`src/hw/rtl/ohbf_pkg.sv`:
```
// Shared types and constants for the one-hashing Bloom filter.
package ohbf_pkg;

   localparam int HASH_BITS = 128;
   localparam int SIZE_BITS = 17;
   localparam int NUM_REGS  = 7;
   localparam int IDX_BITS  = 3;

   typedef enum logic [IDX_BITS-1:0] {
      REG_NUM_PARTS = 3'd0,
      REG_SIZE_0    = 3'd1,
      REG_SIZE_1    = 3'd2,
      REG_SIZE_2    = 3'd3,
      REG_SIZE_3    = 3'd4,
      REG_SIZE_4    = 3'd5,
      REG_SIZE_5    = 3'd6
   } reg_index_type;

   localparam logic ACT_INSERT = 1'b0;
   localparam logic ACT_CHECK  = 1'b1;

   typedef struct packed {
      logic        action;
      logic [63:0] hash_low;
      logic [63:0] hash_high;
   } req_type;

   typedef struct packed {
      logic present;
      logic size_error;
   } rsp_type;

   typedef enum logic [2:0] {
      ST_CLEAR,
      ST_IDLE,
      ST_SUM,
      ST_DIV,
      ST_READ,
      ST_UPDATE,
      ST_OUT
   } state_type;

   // Controller to datapath commands.
   typedef struct packed {
      logic load;      // capture a request
      logic clear;     // write zero to the clear address, advance it
      logic sum_step;  // add the next partition size to the running total
      logic div_start; // begin reduction of the hash for the current partition
      logic div_step;  // one restoring-division step
      logic mem_read;  // issue the bit-memory read
      logic update;    // apply/check the bit, advance partition
   } cmd_type;

   // Datapath to controller status.
   typedef struct packed {
      logic clear_done;
      logic sum_last;
      logic sum_error;
      logic div_done;
      logic part_last;
   } status_type;

endpackage

```
`src/hw/rtl/ohbf_ctrl.sv`:
```
// Controller state machine for the one-hashing Bloom filter.
module ohbf_ctrl (
   input  logic                  clock,
   input  logic                  reset,
   input  logic                  req_valid,
   output logic                  req_stall,
   output logic                  rsp_valid,
   input  logic                  rsp_stall,
   input  ohbf_pkg::status_type  status,
   output ohbf_pkg::cmd_type     cmd
);
   import ohbf_pkg::*;

   state_type state_ff, state_in;

   // Advance state.
   always_ff @(posedge clock) begin
      if (reset) begin
         state_ff <= ST_CLEAR;
      end else begin
         state_ff <= state_in;
      end
   end

   // Select next state.
   always_comb begin
      state_in = state_ff;
      unique case (state_ff)
         ST_CLEAR:  if (status.clear_done) state_in = ST_IDLE;
         ST_IDLE:   if (req_valid) state_in = ST_SUM;
         ST_SUM: begin
            if (status.sum_error) state_in = ST_OUT;
            else if (status.sum_last) state_in = ST_DIV;
         end
         ST_DIV:    if (status.div_done) state_in = ST_READ;
         ST_READ:   state_in = ST_UPDATE;
         ST_UPDATE: state_in = status.part_last ? ST_OUT : ST_DIV;
         ST_OUT:    if (!rsp_stall) state_in = ST_IDLE;
         default:   state_in = ST_CLEAR;
      endcase
   end

   // Drive commands.
   always_comb begin
      cmd       = '0;
      req_stall = 1'b1;
      rsp_valid = 1'b0;
      unique case (state_ff)
         ST_CLEAR: cmd.clear = 1'b1;
         ST_IDLE: begin
            req_stall = 1'b0;
            cmd.load  = req_valid;
         end
         ST_SUM: begin
            cmd.sum_step  = 1'b1;
            cmd.div_start = status.sum_last && !status.sum_error;
         end
         ST_DIV: begin
            cmd.div_step = 1'b1;
            cmd.mem_read = status.div_done;
         end
         ST_READ: begin
            // Wait for the read data.
         end
         ST_UPDATE: begin
            cmd.update    = 1'b1;
            cmd.div_start = !status.part_last;
         end
         ST_OUT: rsp_valid = 1'b1;
         default: cmd = '0;
      endcase
   end

endmodule

```
`config.mk`:
```
export PLATFORM = sky130hd
export DESIGN_NAME = ohbf_ctrl
export DESIGN_NICKNAME = d
export VERILOG_FILES = /design/src/hw/rtl/ohbf_pkg.sv /design/src/hw/rtl/ohbf_ctrl.sv
export SDC_FILE = /design/constraint.sdc
export NUM_CORES = 1
export LEC_CHECK = 0
export BUFFER_PORTS_ARGS = -buffer_cell sky130_fd_sc_hd__buf_4
export CORE_AREA = 2 2 39 41
export DETAILED_ROUTE_END_ITERATION = 12
export DIE_AREA = 0 0 41 43
export PLACE_DENSITY_LB_ADDON = 0.15
export RECOVER_POWER = 50
export SYNTH_ARGS = -nofsm -noshare
export SYNTH_HDL_FRONTEND = slang
export SYNTH_SLANG_ARGS = --single-unit
```
`constraint.sdc`:
```
create_clock -name clock -period 3.4 [get_ports clock]
set_input_delay 0.34 -clock clock [delete_from_list [all_inputs] [get_ports clock]]
set_output_delay 0.34 -clock clock [all_outputs]
set_load 0.02 [all_outputs]
```
=== Word-level counts from Yosys, hierarchy flattened ===
Cells that the tools add are included.

* Equal/unequal tests: 11
* Reduce and logical (&&, ||, !) cells: 5
* Multiplexer cells: 16

{| class="wikitable"
|+ Operator list
! cell !! number
|-
| 2-to-1 mux 3 bit || 7
|-
| one-hot mux 3 bit (7 select lines) || 1
|-
| == test 3 bit, second input constant || 3
|-
| != test 2 bit, second input constant || 4
|-
| == test 3 x 2 -> 1 bit, second input constant || 2
|-
| 2-to-1 mux 1 bit || 6
|-
| AND reduction 5 bit || 1
|-
| == test 3 x 1 -> 1 bit, second input constant || 1
|-
| logical NOT 3 bit || 1
|-
| != test 3 bit, second input constant || 1
|-
| logical NOT 1 bit || 2
|-
| 2-to-1 mux 2 bit || 1
|-
| one-hot mux 1 bit (2 select lines) || 1
|-
| logical AND 1 bit || 1
|}

* Word-level logic and storage cells: 33
* Output and inout port bits: 9
* Bits in registers: 3
* Input bits: 9

=== Logic depth before layout (Yosys ltp) ===
* Depth after elaboration: 3
* Gate-level depth with buffers: 5
* Depth with buffers taken out: 4

=== Worst setup path before layout ===
No wires, ideal clock.

* Path type: reg2out
* Start: register state_ff[2]
* End: output port cmd[3] (netlist name)
* Data required time: 3.060 ns
* Path buffers: 0
* Arrival: 1.239 ns
* Cell stages (with the launch flop): 3
* Setup slack: 1.821 ns
* Cell sequence: dfxtp_1 -> or2b_1 -> o31ai_1

{| class="wikitable"
|+ RTL lines
! item !! line !! RTL
|-
| start, declared || ohbf_ctrl.sv:14 || <nowiki>state_type state_ff, state_in;</nowiki>
|-
| start signal, assigned || ohbf_ctrl.sv:21 || <nowiki>state_ff <= state_in;</nowiki>
|-
| end, declared || ohbf_ctrl.sv:10 || <nowiki>output ohbf_pkg::cmd_type cmd</nowiki>
|}

==> results_dict.tcl <==
set metrics [dict create \
    synthDistinctLibCells 23 \
    min_period_ns 1.98 \
    yosys.area_share.simple 0.361 \
    grt_pass1_vias 329 \
    firstDrtPassIters 5 \
    post-dp-hpwl_microns 621 \
    cts_setup_buffers 0 \
    path_class "register to output port" \
    grt_usage 0.112 \
    numClockSinks 3 \
    clk_latency_ns 0.23 \
    synth_edf_count 0 \
    r2r_start "state_ff[1]" \
    hp-start "reset" \
    clk_pin_slew_ns 0.04 \
    cap_violations 0 \
    timing.final.ws_setup_ns 1.42 \
    gp_congestion 0.793 \
    rsz0062_at_grt "no" \
    numCtsBuffers 3 \
    p_leak_uw 0.000210 \
    core-area_sq_mm 0.00138 \
    hp-class "primary input to register" \
    synth_compound_area_frac 0.305 \
    p_int_uw 168 \
    ios 18 \
    cts_max_path_buffers 2 \
    largest_register_ffs 3 \
    p_comb_frac 0.568 \
    hold_depth 2 \
    crit_path_end_kind "output port" \
    area_growth_pct 42.6 \
    top_register "state_ff" \
    stdcell_count 76 \
    routed_wl_microns 834 \
    synth_commonest_cells "4 x a21oi_1, 4 x nor2_1" \
    holdBufCountCts 0 \
    vias 358 \
    syn_area_sq_um 312 \
    cp.required_ns 3.06 \
    ant_nets 0 \
    place_inst 72 \
    startpoint_type "register" \
    grt_pass1_wl_microns 1310 \
    r2r_slack_ns 1.96 \
    wl_per_cell_microns 11.0 \
    clock_skew_ns 0.000748 \
    synth_top_cell_area_share 0.193 \
    regToRegEndpoint "state_ff[1]" \
    drt_iter0_drc 6 \
    diodes 0 \
    grt_overflow 0 \
    num-nets-final 70 \
    dieArea_sq_mm 0.00176 \
    cts_tree "built" \
    synth_ff_type "dfxtp_1" \
    fin_area_sq_um 444 \
    hold_violations 0 \
    worstMarginPinSlew_ns 0.368 \
    port_buffers 17 \
    synth_xor_area_frac 0 \
    drc 0 \
    setup_viol 0 \
    synthCells 41 \
    cts_resized 0 \
    reg2reg_depth 4 \
    reg_top3 "state_ff x3" \
    grt_max_degree 12 \
    dieWidth_microns 41 \
    clkPwrFrac 0.185 \
    antenna_found_initial 0 \
    synth_area_leader_cell "dfxtp_1" \
    peakVddDrop_uv 221 \
    drv_slew 0 \
    whs_ns 0.331 \
    async_flop_share 0 \
    holdPathEnd "state_ff[0]" \
    synth_area_leaders "dfxtp_1 19%, a21oi_1 6.4%, and2_1 6.0%, a32oi_2 5.2%, nor3_1 4.8%" \
    vias_per_cell 4.71 \
    power_density_mw_per_mm2 749 \
    rows 14 \
    p_sw_uw 164 \
    swShare 0.495 \
    critical_path.max_fanout 10 \
    start_util 0.225 \
    place_area_sq_um 440 \
    synthAdderAreaFrac 0 \
    dpl_worst_slack_ns 1.77 \
    status "complete, no violations" \
    synthMuxAreaShare 0.0321 \
    ys_seq_area_frac 0.193 \
    drive_gt1_frac 0.350 \
    synth_area_per_cell_sq_um 7.60 \
    timing.fmax_mhz 505 \
    seqPwrFrac 0.247 \
    root_buffer "clkbuf_4" \
    cts_max_level 1 \
    ys_warn_count 0 \
    crit_arrival_ns 1.64 \
    syn_nets 50 \
    ys_ff_latch 3 \
    die_h_microns 43 \
    period_share 0.582 \
    setup-tns-final_ns 0 \
    relSlewSlack 0.755 \
    synth_top_family_by_area "simple AND/OR/NAND/NOR gates" \
]
==> worst max path at each step <==
stage | startpoint | to | slack (ns) | depth (start not counted)
after global placement | state_ff[1] | cmd[3] | 1.78 | 5
after global routing | state_ff[1] | cmd[3] | 1.27 | 5
after detailed placement | state_ff[1] | cmd[3] | 1.77 | 5
after floorplan | state_ff[2] | cmd[3] | 1.82 | 2
final | state_ff[1] | cmd[3] | 1.42 | 5
after CTS | state_ff[1] | cmd[3] | 1.51 | 5
==> layout by cell type (no fill, tap or decap) <==
master	synthesis	routed
o311ai_0	1	1
o31ai_1	2	2
a32oi_1	0	1
o211ai_2	1	1
o31a_1	1	1
or2b_1	1	1
clkbuf_1	0	3
nor2b_1	0	1
o2111ai_1	1	1
buf_4	1	15
nand2_1	2	2
a21oi_1	4	4
nor3_1	3	3
mux2i_1	1	1
o21ai_0	1	1
dfxtp_1	3	3
and3_1	2	2
and3_2	2	2
and2_1	3	3
inv_1	3	4
clkbuf_4	0	3
nor2_1	4	4
nand3b_1	1	1
==> power groups by stage <==
stage	registers (uW)	logic [uW]	clock network, uW
final	82.1	189	61.6
after global routing	85.2	206	68.5
after CTS	86.2	213	65.7
after detailed placement	86.7	213	0
after global placement	87.8	215	0
after floorplan	59.3	178	0
==> logic make-up (layout without fill, tap and decap cells) <==
logic type | after synthesis | count (layout)
buf+inv | 6 | 25
flops | 3 | 3
simple gates | 19 | 19
compound gates | 12 | 12
mux | 1 | 1
==> worst max-delay path, cell delays in order (launching register included) <==
cell and delay (ns):
dfxtp_1 0.50, nor2b_1 0.32, and2_1 0.25, nand3b_1 0.09
o31ai_1 0.07, buf_4 0.18
==> per-layer routing <==
metal / wire length (microns) / share of wire / global-route usage / vias up
li1: - / - / - / 185
met1: 363 / 0.44 / 0.138 / 156
met2: 387 / 0.46 / 0.156 / 17
met3: 84 / 0.10 / 0.0209 / 0
met4: 0 / 0 / 0.100 / 0
met5: 0 / 0 / 0 / -
==> layout make-up <==
| cell class | instances | area (sq um) |
|---|---|---|
| flip-flops and latches | 3 | 60.1 |
| multi-input cells | 32 | 203 |
| well taps | 16 | 20.0 |
| clock buffers | 4 | 26.3 |
| repair buffers | 17 | 120 |
| fillers | 166 | 940 |
| inverters | 4 | 15.0 |
==> metrics by stage <==
step           utilization  power [uW]
2_1_floorplan            -         238
3_3_place_gp         0.318         303
3_5_place_dp         0.318         299
4_1_cts              0.337         364
5_1_grt              0.321         360
6_report             0.321         333
(Power assumes the default switching activity.)
